[src/hdl/prrq_pkg.sv]
// ----------------------------------------------------------------------------
// prrq_pkg
// Shared types and constants of the priority round-robin ready queue.
// ----------------------------------------------------------------------------
package prrq_pkg;

  localparam int NUM_TASKS_DEF  = 16;
  localparam int NUM_LEVELS_DEF = 4;

  localparam int CMD_W  = 2;
  localparam int TASK_W = 4;
  localparam int PRI_W  = 2;
  localparam int STAT_W = 2;

  typedef enum logic [CMD_W-1:0] {
    CMD_ENQUEUE = 2'd0,
    CMD_SELECT  = 2'd1,
    CMD_REMOVE  = 2'd2
  } cmd_e_t;

  typedef enum logic [STAT_W-1:0] {
    ST_OK   = 2'd0,
    ST_FULL = 2'd1,
    ST_NONE = 2'd2
  } status_t;

  typedef enum logic [2:0] {
    S_IDLE,
    S_ENQ,
    S_SCAN,
    S_SHIFT,
    S_TAIL,
    S_RESP
  } state_t;

  // One result transaction.
  typedef struct packed {
    status_t             status;
    logic                found;
    logic [TASK_W-1:0]   chosen_task;
  } resp_t;

  // Count update request from the sequencer to the count registers.
  typedef struct packed {
    logic inc;
    logic dec;
  } cnt_upd_t;

endpackage

[src/hdl/prrq_mem.sv]
// ----------------------------------------------------------------------------
// prrq_mem
// Slot memory: one write port, one read port, registered read data.
// ----------------------------------------------------------------------------
module prrq_mem #(
  parameter  int DEPTH = prrq_pkg::NUM_TASKS_DEF * prrq_pkg::NUM_LEVELS_DEF,
  localparam int AW    = (DEPTH > 1) ? $clog2(DEPTH) : 1
) (
  input  logic                        clk,
  input  logic                        we,
  input  logic [AW-1:0]               waddr,
  input  logic [prrq_pkg::TASK_W-1:0] wdata,
  input  logic                        re,
  input  logic [AW-1:0]               raddr,
  output logic [prrq_pkg::TASK_W-1:0] rdata
);
  import prrq_pkg::*;

  logic [TASK_W-1:0] mem [DEPTH];

  always_ff @(posedge clk) begin
    if (we) begin
      mem[waddr] <= wdata;
    end
  end

  always_ff @(posedge clk) begin
    if (re) begin
      rdata <= mem[raddr];
    end
  end

endmodule

[src/hdl/prrq_cnt.sv]
// ----------------------------------------------------------------------------
// prrq_cnt
// Per-level fill counts with occupancy flags for the level search.
// ----------------------------------------------------------------------------
module prrq_cnt #(
  parameter  int NUM_TASKS  = prrq_pkg::NUM_TASKS_DEF,
  parameter  int NUM_LEVELS = prrq_pkg::NUM_LEVELS_DEF,
  localparam int LW = (NUM_LEVELS > 1) ? $clog2(NUM_LEVELS) : 1,
  localparam int CW = $clog2(NUM_TASKS + 1)
) (
  input  logic                     clk,
  input  logic                     rst_n,
  input  logic [LW-1:0]            cnt_lvl,
  input  prrq_pkg::cnt_upd_t       cnt_upd,
  output logic [CW-1:0]            cnt_sel,
  output logic [NUM_LEVELS-1:0]    nonempty
);
  import prrq_pkg::*;

  localparam logic [CW-1:0] CNT_ONE = CW'(1);

  logic [CW-1:0] cnt_r [NUM_LEVELS];

  always_ff @(posedge clk) begin
    if (!rst_n) begin
      for (int l = 0; l < NUM_LEVELS; l++) begin
        cnt_r[l] <= '0;
      end
    end else if (cnt_upd.inc) begin
      cnt_r[cnt_lvl] <= cnt_r[cnt_lvl] + CNT_ONE;
    end else if (cnt_upd.dec) begin
      cnt_r[cnt_lvl] <= cnt_r[cnt_lvl] - CNT_ONE;
    end
  end

  assign cnt_sel = cnt_r[cnt_lvl];

  always_comb begin
    for (int l = 0; l < NUM_LEVELS; l++) begin
      nonempty[l] = (cnt_r[l] != '0);
    end
  end

endmodule

[src/hdl/prrq_ctrl.sv]
// ----------------------------------------------------------------------------
// prrq_ctrl
// Command sequencer: enqueue, select-and-rotate and remove over the slot
// memory, one slot read and one slot write per cycle.
// ----------------------------------------------------------------------------
module prrq_ctrl #(
  parameter  int NUM_TASKS  = prrq_pkg::NUM_TASKS_DEF,
  parameter  int NUM_LEVELS = prrq_pkg::NUM_LEVELS_DEF,
  localparam int LW    = (NUM_LEVELS > 1) ? $clog2(NUM_LEVELS) : 1,
  localparam int CW    = $clog2(NUM_TASKS + 1),
  localparam int DEPTH = NUM_TASKS * NUM_LEVELS,
  localparam int AW    = (DEPTH > 1) ? $clog2(DEPTH) : 1
) (
  input  logic                        clk,
  input  logic                        rst_n,
  input  logic                        in_valid,
  output logic                        in_ready,
  input  prrq_pkg::cmd_e_t            in_cmd,
  input  logic [prrq_pkg::TASK_W-1:0] in_tid,
  input  logic [prrq_pkg::PRI_W-1:0]  in_pri,
  output logic                        resp_valid,
  input  logic                        resp_ready,
  output prrq_pkg::resp_t             resp,
  output logic [LW-1:0]               cnt_lvl,
  output prrq_pkg::cnt_upd_t          cnt_upd,
  input  logic [CW-1:0]               cnt_sel,
  input  logic [NUM_LEVELS-1:0]       nonempty,
  output logic                        mem_we,
  output logic [AW-1:0]               mem_waddr,
  output logic [prrq_pkg::TASK_W-1:0] mem_wdata,
  output logic                        mem_re,
  output logic [AW-1:0]               mem_raddr,
  input  logic [prrq_pkg::TASK_W-1:0] mem_rdata
);
  import prrq_pkg::*;

  localparam logic [CW-1:0] CNT_ONE  = CW'(1);
  localparam logic [CW-1:0] CNT_FULL = CW'(NUM_TASKS);
  localparam logic [LW-1:0] LVL_TOP  = LW'(NUM_LEVELS - 1);

  state_t            state_r,    state_nxt;
  cmd_e_t            cmd_r,      cmd_nxt;
  logic [TASK_W-1:0] tid_r,      tid_nxt;
  logic [LW-1:0]     lvl_r,      lvl_nxt;
  logic [CW-1:0]     idx_r,      idx_nxt;
  logic              pend_r,     pend_nxt;
  logic [CW-1:0]     pend_idx_r, pend_idx_nxt;
  logic [TASK_W-1:0] head_r,     head_nxt;
  resp_t             resp_r,     resp_nxt;

  logic [LW-1:0]     top_lvl;
  logic              any_ne;
  logic [LW-1:0]     enq_lvl;
  logic [AW-1:0]     base;

  // Highest non-empty level.
  always_comb begin
    top_lvl = '0;
    for (int l = 0; l < NUM_LEVELS; l++) begin
      if (nonempty[l]) begin
        top_lvl = LW'(l);
      end
    end
  end

  assign any_ne  = |nonempty;
  assign enq_lvl = (int'(in_pri) >= NUM_LEVELS) ? LVL_TOP : LW'(in_pri);
  assign base    = AW'(AW'(lvl_r) * AW'(NUM_TASKS));
  assign cnt_lvl = lvl_r;
  assign resp    = resp_r;

  always_ff @(posedge clk) begin
    if (!rst_n) begin
      state_r <= S_IDLE;
      pend_r  <= 1'b0;
    end else begin
      state_r <= state_nxt;
      pend_r  <= pend_nxt;
    end
  end

  always_ff @(posedge clk) begin
    cmd_r      <= cmd_nxt;
    tid_r      <= tid_nxt;
    lvl_r      <= lvl_nxt;
    idx_r      <= idx_nxt;
    pend_idx_r <= pend_idx_nxt;
    head_r     <= head_nxt;
    resp_r     <= resp_nxt;
  end

  always_comb begin
    state_nxt    = state_r;
    cmd_nxt      = cmd_r;
    tid_nxt      = tid_r;
    lvl_nxt      = lvl_r;
    idx_nxt      = idx_r;
    pend_nxt     = pend_r;
    pend_idx_nxt = pend_idx_r;
    head_nxt     = head_r;
    resp_nxt     = resp_r;
    in_ready     = 1'b0;
    resp_valid   = 1'b0;
    cnt_upd      = '0;
    mem_we       = 1'b0;
    mem_waddr    = base + AW'(idx_r);
    mem_wdata    = tid_r;
    mem_re       = 1'b0;
    mem_raddr    = base + AW'(idx_r);

    unique case (state_r)
      S_IDLE: begin
        in_ready = 1'b1;
        if (in_valid) begin
          cmd_nxt  = in_cmd;
          tid_nxt  = in_tid;
          idx_nxt  = '0;
          pend_nxt = 1'b0;
          case (in_cmd)
            CMD_ENQUEUE: begin
              lvl_nxt   = enq_lvl;
              state_nxt = S_ENQ;
            end
            CMD_SELECT: begin
              lvl_nxt = top_lvl;
              if (any_ne) begin
                state_nxt = S_SHIFT;
              end else begin
                resp_nxt  = '{status: ST_NONE, found: 1'b0, chosen_task: '0};
                state_nxt = S_RESP;
              end
            end
            CMD_REMOVE: begin
              lvl_nxt   = LVL_TOP;
              state_nxt = S_SCAN;
            end
            default: begin
              resp_nxt  = '{status: ST_OK, found: 1'b0, chosen_task: '0};
              state_nxt = S_RESP;
            end
          endcase
        end
      end

      S_ENQ: begin
        if (cnt_sel == CNT_FULL) begin
          resp_nxt = '{status: ST_FULL, found: 1'b0, chosen_task: '0};
        end else begin
          mem_we      = 1'b1;
          mem_waddr   = base + AW'(cnt_sel);
          mem_wdata   = tid_r;
          cnt_upd.inc = 1'b1;
          resp_nxt    = '{status: ST_OK, found: 1'b0, chosen_task: '0};
        end
        state_nxt = S_RESP;
      end

      // Walk the levels top down, head to tail; compare each slot in the cycle
      // after its read is issued.
      S_SCAN: begin
        priority if (pend_r && mem_rdata == tid_r) begin
          pend_nxt  = 1'b0;
          idx_nxt   = pend_idx_r + CNT_ONE;
          state_nxt = S_SHIFT;
        end else if (idx_r < cnt_sel) begin
          mem_re       = 1'b1;
          pend_nxt     = 1'b1;
          pend_idx_nxt = idx_r;
          idx_nxt      = idx_r + CNT_ONE;
        end else begin
          pend_nxt = 1'b0;
          if (lvl_r == '0) begin
            resp_nxt  = '{status: ST_NONE, found: 1'b0, chosen_task: '0};
            state_nxt = S_RESP;
          end else begin
            lvl_nxt = lvl_r - LW'(1);
            idx_nxt = '0;
          end
        end
      end

      // Move each slot from idx onward down by one index, toward the head. Slot 0
      // read by select is the head: hold it for the tail write.
      S_SHIFT: begin
        if (pend_r) begin
          if (pend_idx_r == '0) begin
            head_nxt = mem_rdata;
          end else begin
            mem_we    = 1'b1;
            mem_waddr = base + AW'(pend_idx_r - CNT_ONE);
            mem_wdata = mem_rdata;
          end
        end
        if (idx_r < cnt_sel) begin
          mem_re       = 1'b1;
          pend_nxt     = 1'b1;
          pend_idx_nxt = idx_r;
          idx_nxt      = idx_r + CNT_ONE;
        end else begin
          pend_nxt = 1'b0;
          if (!pend_r) begin
            if (cmd_r == CMD_SELECT) begin
              state_nxt = S_TAIL;
            end else begin
              cnt_upd.dec = 1'b1;
              resp_nxt    = '{status: ST_OK, found: 1'b1, chosen_task: tid_r};
              state_nxt   = S_RESP;
            end
          end
        end
      end

      S_TAIL: begin
        mem_we    = 1'b1;
        mem_waddr = base + AW'(cnt_sel - CNT_ONE);
        mem_wdata = head_r;
        resp_nxt  = '{status: ST_OK, found: 1'b1, chosen_task: head_r};
        state_nxt = S_RESP;
      end

      S_RESP: begin
        resp_valid = 1'b1;
        if (resp_ready) begin
          state_nxt = S_IDLE;
        end
      end

      default: begin
        state_nxt = S_IDLE;
      end
    endcase
  end

  a_no_rw_collision: assert property (@(posedge clk) disable iff (!rst_n)
    (mem_we && mem_re) |-> (mem_waddr != mem_raddr))
    else $error("slot read and write hit the same entry");

  a_resp_consistent: assert property (@(posedge clk) disable iff (!rst_n)
    (resp_valid && resp.found) |-> (resp.status == ST_OK))
    else $error("found result with non-ok status");

  a_resp_zero_task: assert property (@(posedge clk) disable iff (!rst_n)
    (resp_valid && !resp.found) |-> (resp.chosen_task == '0))
    else $error("task reported without a hit");

  a_one_in_flight: assert property (@(posedge clk) disable iff (!rst_n)
    (in_valid && in_ready) |=> !in_ready)
    else $error("second transaction taken while busy");

  a_cnt_bounds: assert property (@(posedge clk) disable iff (!rst_n)
    (cnt_upd.inc |-> cnt_sel < CNT_FULL) and (cnt_upd.dec |-> cnt_sel != '0))
    else $error("level count over- or underflow");

endmodule

[src/hdl/priority_round_robin_ready_queue_top.sv]
// ----------------------------------------------------------------------------
// priority_round_robin_ready_queue_top
// Multilevel priority round-robin ready queue with slot memory and
// registered result output.
// ----------------------------------------------------------------------------
//  channel | dir | ports                          | payload
//  --------+-----+--------------------------------+------------------------------
//  in      | in  | in_tvalid in_tready in_tdata   | command, task_id, priority_req
//  out     | out | out_tvalid out_tready out_tdata| chosen_task, found, status
//
//  Select and remove walk the slot memory one slot per cycle: select
//  rotates the highest non-empty level, remove scans the levels top down
//  and closes the gap behind the hit; enqueue writes at most one slot.
//  One command is in work at a time; the next is taken once its result sits
//  in the output register, even while out_tready is low.
//  Synchronous active-low reset empties all levels; slot contents are not
//  cleared, the fill counts guard them.
// ----------------------------------------------------------------------------
module priority_round_robin_ready_queue_top #(
  parameter int NUM_TASKS  = prrq_pkg::NUM_TASKS_DEF,
  parameter int NUM_LEVELS = prrq_pkg::NUM_LEVELS_DEF
) (
  input  logic       clk,
  input  logic       rst_n,
  input  logic       in_tvalid,
  output logic       in_tready,
  input  logic [7:0] in_tdata,   // command[1:0], task_id[5:2], priority_req[7:6]
  output logic       out_tvalid,
  input  logic       out_tready,
  output logic [7:0] out_tdata   // chosen_task[3:0], found[4], status[6:5], zero[7]
);
  import prrq_pkg::*;

  localparam int LW    = (NUM_LEVELS > 1) ? $clog2(NUM_LEVELS) : 1;
  localparam int CW    = $clog2(NUM_TASKS + 1);
  localparam int DEPTH = NUM_TASKS * NUM_LEVELS;
  localparam int AW    = (DEPTH > 1) ? $clog2(DEPTH) : 1;

  logic                  resp_valid;
  logic                  resp_ready;
  resp_t                 resp;
  logic [LW-1:0]         cnt_lvl;
  cnt_upd_t              cnt_upd;
  logic [CW-1:0]         cnt_sel;
  logic [NUM_LEVELS-1:0] nonempty;
  logic                  mem_we;
  logic [AW-1:0]         mem_waddr;
  logic [TASK_W-1:0]     mem_wdata;
  logic                  mem_re;
  logic [AW-1:0]         mem_raddr;
  logic [TASK_W-1:0]     mem_rdata;

  logic                  out_valid_r;
  logic [7:0]            out_data_r;

  prrq_ctrl #(
    .NUM_TASKS  (NUM_TASKS),
    .NUM_LEVELS (NUM_LEVELS)
  ) u_ctrl (
    .clk        (clk),
    .rst_n      (rst_n),
    .in_valid   (in_tvalid),
    .in_ready   (in_tready),
    .in_cmd     (cmd_e_t'(in_tdata[1:0])),
    .in_tid     (in_tdata[5:2]),
    .in_pri     (in_tdata[7:6]),
    .resp_valid (resp_valid),
    .resp_ready (resp_ready),
    .resp       (resp),
    .cnt_lvl    (cnt_lvl),
    .cnt_upd    (cnt_upd),
    .cnt_sel    (cnt_sel),
    .nonempty   (nonempty),
    .mem_we     (mem_we),
    .mem_waddr  (mem_waddr),
    .mem_wdata  (mem_wdata),
    .mem_re     (mem_re),
    .mem_raddr  (mem_raddr),
    .mem_rdata  (mem_rdata)
  );

  prrq_cnt #(
    .NUM_TASKS  (NUM_TASKS),
    .NUM_LEVELS (NUM_LEVELS)
  ) u_cnt (
    .clk      (clk),
    .rst_n    (rst_n),
    .cnt_lvl  (cnt_lvl),
    .cnt_upd  (cnt_upd),
    .cnt_sel  (cnt_sel),
    .nonempty (nonempty)
  );

  prrq_mem #(
    .DEPTH (DEPTH)
  ) u_mem (
    .clk   (clk),
    .we    (mem_we),
    .waddr (mem_waddr),
    .wdata (mem_wdata),
    .re    (mem_re),
    .raddr (mem_raddr),
    .rdata (mem_rdata)
  );

  // Output register: take a new result when empty or being drained.
  assign resp_ready = !out_valid_r || out_tready;

  always_ff @(posedge clk) begin
    if (!rst_n) begin
      out_valid_r <= 1'b0;
    end else if (resp_valid && resp_ready) begin
      out_valid_r <= 1'b1;
    end else if (out_tready) begin
      out_valid_r <= 1'b0;
    end
  end

  always_ff @(posedge clk) begin
    if (resp_valid && resp_ready) begin
      out_data_r <= {1'b0, resp.status, resp.found, resp.chosen_task};
    end
  end

  assign out_tvalid = out_valid_r;
  assign out_tdata  = out_data_r;

endmodule
[config.mk]
export PLATFORM = sky130hd
export DESIGN_NAME = priority_round_robin_ready_queue_top
export DESIGN_NICKNAME = d
export VERILOG_FILES = /design/src/hdl/prrq_pkg.sv /design/src/hdl/prrq_mem.sv /design/src/hdl/prrq_cnt.sv /design/src/hdl/prrq_ctrl.sv /design/src/hdl/priority_round_robin_ready_queue_top.sv
export SDC_FILE = /design/constraint.sdc
export NUM_CORES = 1
export LEC_CHECK = 0
export ABC_AREA = 1
export BUFFER_PORTS_ARGS = -buffer_cell sky130_fd_sc_hd__buf_2
export CORE_MARGIN = 10
export CORE_UTILIZATION = 62
export CTS_CLUSTER_DIAMETER = 120
export DETAILED_ROUTE_END_ITERATION = 12
export PLACE_DENSITY = 0.79
export SETUP_SLACK_MARGIN = 0.05
export SKIP_CTS_REPAIR_TIMING = 1
export SYNTH_ARGS = -nofsm -noshare
export SYNTH_HDL_FRONTEND = slang
export SYNTH_HIERARCHICAL = 1
export SYNTH_SLANG_ARGS = --single-unit
export TNS_END_PERCENT = 5
[constraint.sdc]
create_clock -name clk -period 8.8 [get_ports clk]
set_clock_uncertainty 0.2 [all_clocks]
set_input_delay 1.76 -clock clk [delete_from_list [all_inputs] [get_ports clk]]
set_output_delay 1.76 -clock clk [all_outputs]
set_load 0.02 [all_outputs]
* Yosys cells after proc, flatten, opt, wreduce, memory -nomap -nowiden
Memory sizes are Yosys's and may differ from the RTL's. A register that Yosys moved wholly into a read port is not among the register bits.
Cells that the tools add are included.
** Storage, ports and cells
- Output and inout port bits :: 10
- Memories kept :: 2
- Memory bits (read-only) :: 0
- Latch bits :: 0
- RAM bits :: 276
- Bits in registers :: 41
** Memories
- u_mem.mem :: words 64, width 4, rd ports 1, clocked after memory_dff 1, write ports 1, RTL line prrq_mem.sv:19 : logic [TASK_W-1:0] mem [DEPTH];
- u_cnt.cnt_r :: words 4, width 5, rd ports 5, clocked after memory_dff 1, write ports 4, RTL line prrq_cnt.sv:22 : logic [CW-1:0] cnt_r [NUM_LEVELS];
** Operators by class
- Equal/unequal tests :: 26
- Multiplexer cells :: 80
- Shift-type cells :: 0
- Magnitude comparators :: 1
- $mul :: 0
- Bitwise operators :: 1
- Add/sub/neg operators :: 11
- Reduce and logical (&&, ||, !) cells :: 29
- Div/mod/pow operators :: 0
** Operator list (count)
- 7-bit 2-to-1 mux :: 8
- 5-bit 2-to-1 mux :: 9
- 7-bit one-hot mux with 5 select lines :: 1
- 1-bit 2-to-1 mux :: 28
- 5-bit nonzero test :: 5
- 3-bit 2-to-1 mux :: 8
- 6-bit 2-to-1 mux :: 4
- 2-bit != test, second input constant :: 9
- 6-bit one-hot mux with 3 select lines :: 1
- 2-bit 2-to-1 mux :: 8
- 5-bit by 1-bit adder with 5-bit output, second input constant :: 3
- 3-bit one-hot mux with 5 select lines :: 1
- 5-bit one-hot mux with 3 select lines :: 1
- 7-bit one-hot mux with 2 select lines :: 1
- 6-bit by 5-bit adder with 6-bit output :: 2
- 6-bit adder :: 2
- 6-bit AND reduction :: 2
- 5-bit by 1-bit subtractor with 6-bit output, second input constant :: 2
- 5-bit one-hot mux with 2 select lines :: 1
- 10-bit AND reduction :: 1
- 3-bit one-hot mux with 3 select lines :: 1
- 4-bit 2-to-1 mux :: 2
- 4-bit one-hot mux with 2 select lines :: 1
- 3-bit by 2-bit == test with 1-bit output, second input constant :: 2
- other kinds (34) :: 45

* Logic depth before layout (Yosys ltp)
Gate-level depths: netlist of run 1.
- Depth after elaboration :: 12
- Gate-level depth with buffers :: 22
- Depth with buffers taken out :: 21

* Hierarchy
Netlist of run 1, hierarchy kept.
** By module, submodules not included
- prrq_mem :: area an instance 10921.7 µm², instances 1, cells each 948
- prrq_ctrl :: area an instance 2671.3 µm², instances 1, cells each 326
- prrq_cnt :: area an instance 1192.4 µm², instances 1, cells each 131
- priority_round_robin_ready_queue_top :: area an instance 272.8 µm², instances 1, cells each 16

* Least setup slack after synthesis of run 1
OpenSTA, ideal clock, no wires.
- Path kind :: reg2reg
- From :: register u_ctrl.lvl_r[0], in the netlist u_ctrl/cnt_lvl[0]
- To :: memory u_cnt/cnt_r[2][4] (netlist name), data pin
- Slack :: 4986 ps
- Cell stages (with the launch flop) :: 20
- Period minus slack after synthesis :: 3814 ps
- Arrival time :: 3354 ps
- Data required time :: 8340 ps
- Cell sequence :: edfxtp_1 buf_4 nor2_1 inv_1 a32oi_1 inv_1 ha_1 nand2_1 nor2_1 nand2_1 nand3_1 nor3b_1 inv_1 nor3_4 inv_2 fa_1 o21a_1 nand3b_1 nand2_2 nor2_1
** RTL lines
- start: declaration :: RTL line prrq_ctrl.sv:44 : logic [LW-1:0] lvl_r, lvl_nxt;
- start signal: assignment :: RTL line prrq_ctrl.sv:85 : lvl_r <= lvl_nxt;
- end: declaration :: RTL line prrq_cnt.sv:22

* Final worst setup path of run 1
- From :: register u_ctrl.lvl_r[0], in the netlist u_ctrl/cnt_lvl[0]
- To :: memory u_mem.mem[0][2], enable pin
** Between the ends
- Word-level cells in the longest chain between the ends :: 4
- Elaborated cells on any way between the ends :: 8
- Those cells by class :: add/sub: 4; mux: 4
** RTL lines
- 6-bit adder or 6-bit by 5-bit adder with 6-bit output (tied branches) :: RTL line prrq_ctrl.sv:190, prrq_ctrl.sv:106
- 6-bit 2-to-1 mux :: RTL line prrq_ctrl.sv:186 : if (pend_idx_r == '0) begin
- 6-bit 2-to-1 mux :: RTL line prrq_ctrl.sv:185 : if (pend_r) begin
- 6-bit one-hot mux with 3 select lines * :: RTL line prrq_ctrl.sv:111 : unique case (state_r)
- end: declaration :: RTL line prrq_mem.sv:19
Every way passes the cells marked *; elsewhere a longest branch is shown, timed or not.

==> results of run 1 <==
## power groups by stage
| stage | Clock (mW) | Sequential [mW] | Combinational [mW] |
|---|---|---|---|
| floorplan | 0 | 2.14 | 1.73 |
| global placement | 0 | 2.16 | 2.23 |
| detailed placement | 0 | 2.16 | 2.28 |
| CTS | 1.39 | 2.13 | 2.30 |
| global route | 1.45 | 2.15 | 2.59 |
| finish | 1.37 | 2.13 | 2.35 |
## worst max path at each step
stage | depth (start not counted) | to | start
finish | 12 | u_mem/mem[0][2] | u_ctrl/cnt_lvl[0]
global route | 12 | u_mem/mem[0][0] | u_ctrl/cnt_lvl[0]
CTS | 12 | u_mem/mem[0][2] | u_ctrl/cnt_lvl[0]
detailed placement | 12 | u_mem/mem[0][1] | u_ctrl/cnt_lvl[0]
global placement | 12 | u_mem/mem[56][0] | u_ctrl/cnt_lvl[0]
floorplan | 19 | u_cnt/cnt_r[2][4] | u_ctrl/cnt_lvl[0]
## layout make-up
cell class	count	area, um2	share of cell area
Timing Repair Buffer	29	167.7	0.01030
Multi-Input combinational cell	943	4691	0.2882
Tap cell	319	399.1	0.02453
Sequential cell	321	9589	0.5892
Clock inverter	20	178.9	0.01099
Clock buffer	41	898.4	0.05520
Inverter	93	350.3	0.02153
## flip-flops by register name, indices dropped and copies added, names as in the netlist, 4 cells and up
register           count
u_ctrl/tid_r           4
u_ctrl/head_r          4
u_cnt/cnt_r           20
u_mem/mem            256
u_ctrl/idx_r           5
u_mem/rdata            4
u_ctrl/resp            7
u_ctrl/pend_idx_r      5
out_tdata              7
## through the flow
step             util  setup WS (ns)  power, mW  instance area, um2  hold WS, ns
2_1_floorplan       -          4.986      3.870               15060       0.2003
3_3_place_gp   0.6417          4.028      4.384               15200       0.2059
3_5_place_dp   0.6417          3.794      4.440               15200       0.2164
4_1_cts        0.6872          3.776      5.814               16270       0.2339
5_1_grt        0.6872          3.353      6.190               16270       0.2471
6_report       0.6872          3.725      5.856               16270       0.2291
## metal layers
| layer | wire, um | vias up | share of wire | GRT usage |
|---|---|---|---|---|
| met4 | 950 | 0 | 0.028 | 0.08160 |
| met1 | 13590 | 5015 | 0.40 | 0.2929 |
| li1 | - | 4915 | - | - |
| met2 | 16260 | 634 | 0.47 | 0.3543 |
| met5 | 0 | - | 0 | 0 |
| met3 | 3498 | 90 | 0.10 | 0.03624 |
## placed cells by master (no fill, tap or decap), types with 5 or more instances in the layout
cell / netlist / layout
nand2_2: 11 / 11
ha_1: 33 / 33
clkbuf_16: 0 / 35
edfxtp_1: 316 / 316
nand4_1: 12 / 12
nand3_2: 7 / 7
o21ai_0: 19 / 19
nand2_1: 405 / 405
dfxtp_1: 5 / 5
clkinv_2: 0 / 6
o22ai_1: 10 / 10
buf_2: 16 / 20
inv_2: 17 / 16
clkinv_1: 0 / 8
xor2_1: 8 / 8
nor2_2: 5 / 5
nor2_1: 110 / 110
nor4_1: 9 / 9
nor3_1: 6 / 6
buf_4: 11 / 9
nand3_1: 247 / 247
inv_1: 76 / 76
clkbuf_1: 11 / 6
a21oi_1: 21 / 21
xnor2_1: 5 / 5
## cells in the mapped netlist, types with 10 or more instances
master / instances
nand2_1: 405
edfxtp_1: 316
nand3_1: 247
nor2_1: 110
inv_1: 76
ha_1: 33
buf_6: 24
a21oi_1: 21
o21ai_0: 19
inv_2: 17
buf_2: 16
nand4_1: 12
buf_4: 11
clkbuf_1: 11
nand2_2: 11
o22ai_1: 10
## critical path: stages, from the launching register on
cell,delay [ns]
edfxtp_1,0.62
inv_2,0.29
o21ai_0,0.11
o22ai_1,0.37
inv_1,0.18
ha_1,0.24
nand3_1,0.10
nand2_1,0.16
nand3_1,0.37
o21ai_0,0.39
inv_1,0.32
nand4_1,0.76
nor2_1,0.60
## cells by family after synthesis
group                    synth area share
AND/OR/NAND/NOR                    0.2411
flip-flops                         0.6368
buffers and inverters             0.05517
AO/OA/AOI/OAI                     0.02767
adder cells (fa/ha/maj)           0.03141
XOR/XNOR                         0.007561
other                           0.0002490
==> results_dict.tcl, run 1 <==
set metrics [dict create \
    wl_per_cell_um 19.42 \
    clk-insertion-delay-late_ns 0.50 \
    postRouteAntennaNets 0 \
    drtIter0Drc 1399 \
    pin_count_of_the_biggest_net_entering_global_routing 121 \
    routed_wirelength_um 34300 \
    synth_top_flop_cell "edfxtp_1" \
    grt_overflow 0 \
    syn_area_um2 15060 \
    max_freq_mhz 197.1 \
    drv_cap 0 \
    synth.lib_cells_used.distinct 45 \
    powerDensity_nw_per_um2 359.9 \
    vias_in_the_first_global_route 10100 \
    yosys_warnings 6 \
    final.period_utilization 0.5767 \
    layout-drive-gt1-share 0.09122 \
    outcome "finished clean" \
    fin_nets 1470 \
    hold_path_class "reg2reg" \
    detailroute.via_count 10650 \
    root_driver "clkbuf_16" \
    period_minus_slack_ns 5.075 \
    timing.critical_path.to_type "register" \
    place.detailed.hpwl_um 21220 \
    share_seq_of_total_power 0.364 \
    antennaDiodeCount 0 \
    crit-reg2reg-launch "u_ctrl/cnt_lvl[0]" \
    reg2regPathDepth 12 \
    global_route_wire_length_before_repair_um 53940 \
    leak_pwr_nw 6.187 \
    buffer_depth_of_the_longest_clock_path 3 \
    cell_internal_pwr_mw 3.452 \
    place.gp.congestion 0.9231 \
    drt-vias-per-instance 6.033 \
    numCtsBuffers 34 \
    cts_tree "done" \
    hold_depth 0 \
    biggest_fanout_along_the_worst_timing_path 17 \
    drt_first_pass_iters 7 \
    final.fill_count 1713 \
    global_routing_usage_summed_across_all_routing_layers 0.2192 \
    syn_area_per_cell_um2 10.60 \
    io_buffer_count 20 \
    post-synth-top-area-cell "edfxtp_1" \
    p_clk_frac 0.234 \
    cp.required_ns 8.75 \
    endpoint_arrival_time_on_the_critical_path_ns 5.03 \
    clk_pin_slew_ns 0.06 \
    grt_antenna_before_repair 0 \
    min_from "u_ctrl/resp[4]" \
    floorplan.die_area_um2 30920 \
    numClockSinks 321 \
    synth.top_cell.area_share 0.6302 \
    worst-slew-pin-transition_ns 1.236 \
    worst_ir_drop_vdd_uv 254.6 \
    finish.cell_count_without_fillers 1766 \
    floorplan.die.height_um 175.8 \
    net_switching_mw 2.404 \
    site_rows 56 \
    final-hold-violation-count 0 \
    async_reset_ff_frac 0 \
    cts_htree_levels 2 \
    switching_share 0.4105 \
    placedCellCount 1705 \
    rr_endpoint "u_mem/mem[0][2]" \
    ys_ff_latch 321 \
    floorplan.initialDensity 0.6358 \
    setup-violations-final 0 \
    logic_gate_share_of_total_power 0.402 \
    timing_worst_setup_path_type "reg2reg" \
    die_width_um 175.8 \
    synth_nets 1469 \
    r2r_slack_ns 3.73 \
    area_growth_pct 8.077 \
    synth_enable_flop_cells 316 \
    worst_slew_margin_rel 0.1760 \
    setup_repair_after_global_routing_missed_its_margin "false" \
    synth.top_cells.by_area "edfxtp_1 63%, nand2_1 10%, nand3_1 8.2%" \
    capture_endpoint_of_the_worst_hold_path "out_tdata[4]" \
    timing.setup.tns_ns 0 \
    critPathLaunchType "register" \
    route.detailed.drc 0 \
    design.portCount 22 \
    core_area_um2 23680 \
    seq_area_frac_synth 0.6368 \
    syn_inst 1421 \
    final_max_slew_viol_count 0 \
]
Power figures use the tool's default switching activity.
==> run 2, diff against run 1 <==
==> constraint.sdc (replaced) <==
create_clock -name clk -period 4.8 [get_ports clk]
set_clock_uncertainty 0.2 [all_clocks]
set_input_delay 0.96 -clock clk [delete_from_list [all_inputs] [get_ports clk]]
set_output_delay 0.96 -clock clk [all_outputs]
set_load 0.02 [all_outputs]
==> results_dict.tcl, run 2 (same netlist as run 1, synthesis figures left out) <==
set metrics [dict create \
    setup_repair_after_global_routing_missed_its_margin "false" \
    postRouteAntennaNets 0 \
    die_width_um 175.8 \
    floorplan.die.height_um 175.8 \
    drt-vias-per-instance 5.974 \
    cp.required_ns 4.82 \
    layout-drive-gt1-share 0.1082 \
    worst-slew-pin-transition_ns 1.227 \
    cts_htree_levels 1 \
    numClockSinks 321 \
    timing.setup.tns_ns 0 \
    core_area_um2 23680 \
    powerDensity_nw_per_um2 653.5 \
    placedInstanceArea_um2 15390 \
    global_routing_usage_summed_across_all_routing_layers 0.2187 \
    biggest_fanout_along_the_worst_timing_path 9 \
    outcome "finished clean" \
    final-hold-violation-count 0 \
    design.portCount 22 \
    site_rows 56 \
    max_freq_mhz 225.0 \
    endpoint_arrival_time_on_the_critical_path_ns 4.47 \
    wl_per_cell_um 19.41 \
    numCtsBuffers 31 \
    critical_path.max_stage_delay_ns 0.54 \
    setup-violations-final 0 \
    antennaDiodeCount 0 \
    period_minus_slack_ns 4.445 \
    clk-insertion-delay-late_ns 0.57 \
    grt_overflow 0 \
    vias_in_the_first_global_route 10400 \
    root_driver "clkbuf_16" \
    worst_ir_drop_vdd_uv 352.6 \
    detailroute.via_count 10690 \
    drtIter0Drc 1216 \
    layout.cells.most_common "nand2_1" \
    floorplan.die_area_um2 30920 \
    place.detailed.hpwl_um 22020 \
    timing_worst_setup_path_type "reg2reg" \
    drt_first_pass_iters 8 \
    place.gp.congestion 0.9216 \
    timing.critical_path.to_type "register" \
    leak_pwr_nw 6.289 \
    pin_count_of_the_biggest_net_entering_global_routing 93 \
    postLayoutCellArea_um2 16430 \
    critPathLaunchType "register" \
    cts_tree "done" \
    routed_wirelength_um 34720 \
    max_flop_register "u_mem/mem" \
    final.period_utilization 0.9260 \
    grt_antenna_before_repair 0 \
    global_route_wire_length_before_repair_um 54600 \
    finish.cell_count_without_fillers 1789 \
    hold_path_class "reg2reg" \
    largest_register_ffs 256 \
    layout.cells.most_common_list "405 x nand2_1, 316 x edfxtp_1, 247 x nand3_1, 110 x nor2_1, 76 x inv_1" \
    area_growth_pct 9.107 \
    critical_path.cell_chain "buf_4 > o21ai_0 > o22ai_1 > inv_1 > ha_1 > or2_2 > nand2_1 > a21oi_1 > or2_2 > nand3_1 > nand4_1 > inv_1 > nand3_1 > nor2_1" \
    final_max_slew_viol_count 0 \
    fin_nets 1493 \
    drv_cap 0 \
    cp_slowest_cell "edfxtp_1" \
    placedCellCount 1731 \
    postLayoutCoreUtil 0.6937 \
    io_buffer_count 20 \
    floorplan.initialDensity 0.6358 \
    design_power_total_mw 10.74 \
    route.detailed.drc 0 \
    worst_slew_margin_rel 0.1810 \
    buffer_depth_of_the_longest_clock_path 3 \
    layout_top_registers "u_mem/mem (256), u_cnt/cnt_r (20)" \
    clk_pin_slew_ns 0.06 \
]
-- run 2: final cells by class --
class	count	area, um2
Fill cell	1730	7253
Timing Repair Buffer	55	362.8
Multi-Input combinational cell	943	4697
Sequential cell	321	9589
Tap cell	319	399.1
Inverter	93	350.3
Clock buffer	36	794.5
Clock inverter	22	236.5
-- run 2: stage by stage --
| stage | setup WS, ns | hold WS, ns |
|---|---|---|
| final | 0.3551 | 0.2224 |
| after global routing | 0.07494 | 0.2359 |
| after CTS | 0.4103 | 0.2272 |
| after detailed placement | 0.4758 | 0.2128 |
| after global placement | 0.6006 | 0.2063 |
| after floorplan | 0.9861 | 0.2003 |
-- run 2: path summary, 6_finish.rpt --
check                           slack, ns  depth (start not counted)                to         startpoint
worst max-delay path                 0.36                         14  u_mem/mem[24][1]  u_ctrl/cnt_lvl[0]
worst min-delay path                 0.22                          0      out_tdata[1]     u_ctrl/resp[1]
worst max register to register       0.36                         14  u_mem/mem[24][1]  u_ctrl/cnt_lvl[0]
worst min register to register       0.22                          0      out_tdata[1]     u_ctrl/resp[1]
-- run 2: report_power, final --
group,internal (mW),switching (mW)
clock,1.45,1.01
combinational,1.20,3.21
sequential,3.71,0.160
-- run 2: critical path: cells and delay by family (launching register included) --
kind	cells	cell delay, ns
simple gates	7	1.79
fa+ha+maj	1	0.36
compound gates	3	0.61
flops	1	0.54
buf+inv	3	0.59
-- run 2: per-layer routing --
layer | routed length [um] | GRT usage
met2 | 16910 | 0.3726
met5 | 0 | 0
met1 | 13510 | 0.2835
met3 | 3397 | 0.03303
met4 | 900 | 0.06499
==> run 3, diff against run 2 <==
--- a/config.mk
+++ b/config.mk
@@ -7,9 +7,9 @@
 export LEC_CHECK = 0
 export ABC_AREA = 1
 export BUFFER_PORTS_ARGS = -buffer_cell sky130_fd_sc_hd__buf_2
-export CORE_MARGIN = 10
 export CORE_UTILIZATION = 62
 export CTS_CLUSTER_DIAMETER = 120
+export CTS_CLUSTER_SIZE = 10
 export DETAILED_ROUTE_END_ITERATION = 12
 export PLACE_DENSITY = 0.79
 export SETUP_SLACK_MARGIN = 0.05
==> results_dict.tcl, run 3 (same netlist as run 1, synthesis figures left out) <==
set metrics [dict create \
    final.fill_count 1649 \
    critPathLaunchType "register" \
    cp_slowest_cell "edfxtp_1" \
    critical_path.cell_chain "inv_2 > nand2_1 > a32oi_1 > buf_4 > inv_1 > ha_1 > inv_1 > fa_1 > or2_2 > nand2_1 > a21oi_1 > or2_2 > nand3_1 > nand4_1 > inv_1 > nand3_1 > nor2_1" \
    detailroute.via_count 10730 \
    route.detailed.drc 0 \
    antennaDiodeCount 0 \
    drv_cap 0 \
    area_growth_pct 9.107 \
    numCtsBuffers 38 \
    cpLargestDelayFamily "simple AND/OR/NAND/NOR gates" \
    root_driver "clkbuf_16" \
    floorplan.die.height_um 157.8 \
    buffer_depth_of_the_longest_clock_path 3 \
    timing_worst_setup_path_type "reg2reg" \
    wl_per_cell_um 19.34 \
    setup_repair_after_global_routing_missed_its_margin "false" \
    largest_register_ffs 256 \
    drt_first_pass_iters 7 \
    outcome "finished clean" \
    timing.critical_path.to_type "register" \
    clk_pin_slew_ns 0.06 \
    cell_internal_pwr_mw 6.360 \
    core_area_um2 23610 \
    hold_path_class "reg2reg" \
    final-hold-violation-count 0 \
    clk-insertion-delay-late_ns 0.52 \
    place.gp.congestion 0.9156 \
    drt-vias-per-instance 6.044 \
    postRouteAntennaNets 0 \
    cp.required_ns 4.75 \
    layout-drive-gt1-share 0.1044 \
    layout.cells.most_common_list "405 x nand2_1, 316 x edfxtp_1, 247 x nand3_1, 110 x nor2_1, 76 x inv_1" \
    global_route_wire_length_before_repair_um 53270 \
    grt_antenna_before_repair 0 \
    net_switching_mw 4.408 \
    setup-violations-final 0 \
    share_seq_of_total_power 0.361 \
    worst-slew-pin-transition_ns 1.250 \
    place.detailed.hpwl_um 21690 \
    p_clk_frac 0.230 \
    cts_htree_levels 2 \
    crit_cells 17 \
    logic_gate_share_of_total_power 0.409 \
    switching_share 0.4093 \
    placedCellCount 1727 \
    path_buf_inv 5 \
    period_minus_slack_ns 4.447 \
    grt_overflow 0 \
    critical_path.max_stage_delay_ns 0.54 \
    die_width_um 157.8 \
    endpoint_arrival_time_on_the_critical_path_ns 4.40 \
    finish.cell_count_without_fillers 1775 \
    routed_wirelength_um 34320 \
    global_routing_usage_summed_across_all_routing_layers 0.2836 \
    io_buffer_count 20 \
    floorplan.die_area_um2 24920 \
    crit_end "u_mem/mem[14][1]" \
    worst_ir_drop_vdd_uv 356.6 \
    pin_count_of_the_biggest_net_entering_global_routing 70 \
    final.period_utilization 0.9264 \
    drtIter0Drc 1403 \
    numClockSinks 321 \
    worst_slew_margin_rel 0.1656 \
    final_max_slew_viol_count 0 \
    max_freq_mhz 224.9 \
    fin_nets 1496 \
    cts_tree "done" \
    vias_in_the_first_global_route 10250 \
    design.portCount 22 \
    postLayoutCoreUtil 0.6958 \
    timing.setup.tns_ns 0 \
    powerDensity_nw_per_um2 655.4 \
    crit-reg2reg-launch "u_ctrl/cnt_lvl[0]" \
    rr_endpoint "u_mem/mem[14][1]" \
    biggest_fanout_along_the_worst_timing_path 12 \
    reg2regPathDepth 17 \
    cp_common_cell "inv_1" \
    site_rows 56 \
    leak_pwr_nw 6.280 \
    layout_top_registers "u_mem/mem (256), u_cnt/cnt_r (20)" \
    r2r_slack_ns 0.35 \
    design_power_total_mw 10.77 \
    layout.cells.most_common "nand2_1" \
    worst_setup_path_startpoint "u_ctrl/cnt_lvl[0]" \
    max_flop_register "u_mem/mem" \
    hold_slack_ns 0.2212 \
    floorplan.initialDensity 0.6377 \
]
[run 3: layout make-up]
| class | instances | area (um2) | area share |
|---|---|---|---|
| flip-flops and latches | 321 | 9589 | 0.5837 |
| multi-input cells | 943 | 4710 | 0.2867 |
| clock buffers | 45 | 998.5 | 0.06077 |
| well taps | 319 | 399.1 | 0.02429 |
| inverters | 93 | 350.3 | 0.02132 |
| repair buffers | 51 | 345.3 | 0.02102 |
| clock inverters | 3 | 37.54 | 0.002285 |
[run 3: how the worst min path moves through the flow]
stage,end,cells after the start,slack [ns],from
2_1_floorplan,out_tdata[0],0,0.20,u_ctrl/resp[0]
3_3_place_gp,out_tdata[5],0,0.20,u_ctrl/resp[5]
3_5_place_dp,out_tdata[5],0,0.21,u_ctrl/resp[5]
4_1_cts,out_tdata[5],0,0.22,u_ctrl/resp[5]
5_1_grt,out_tdata[0],0,0.22,u_ctrl/resp[0]
6_report,out_tdata[0],0,0.22,u_ctrl/resp[0]
[run 3: through the flow]
stage	worst slack (ns)	instance area, um2
after detailed placement	0.4187	15370
after floorplan	0.9861	15060
after CTS	0.3769	16410
after global placement	0.4558	15370
after global routing	0.1196	16430
final	0.3532	16430
[run 3: layer usage]
layer | wire [um] | share of wire | vias to the layer above | global-route usage
li1 | - | - | 4947 | -
met2 | 16550 | 0.48 | 642 | 0.4699
met1 | 13170 | 0.38 | 5045 | 0.3737
met5 | 0 | 0 | - | 0
met4 | 1072 | 0.031 | 0 | 0.1123
met3 | 3528 | 0.10 | 94 | 0.04818
[run 3: power groups by stage]
stage                     Sequential, mW  Clock [mW]  Combinational, mW
after floorplan                     3.93           0               3.17
after global placement              3.93           0               4.16
after detailed placement            3.94           0               4.25
after CTS                           3.89        2.51               4.29
after global routing                3.91        2.62               4.82
final                               3.89        2.48               4.40
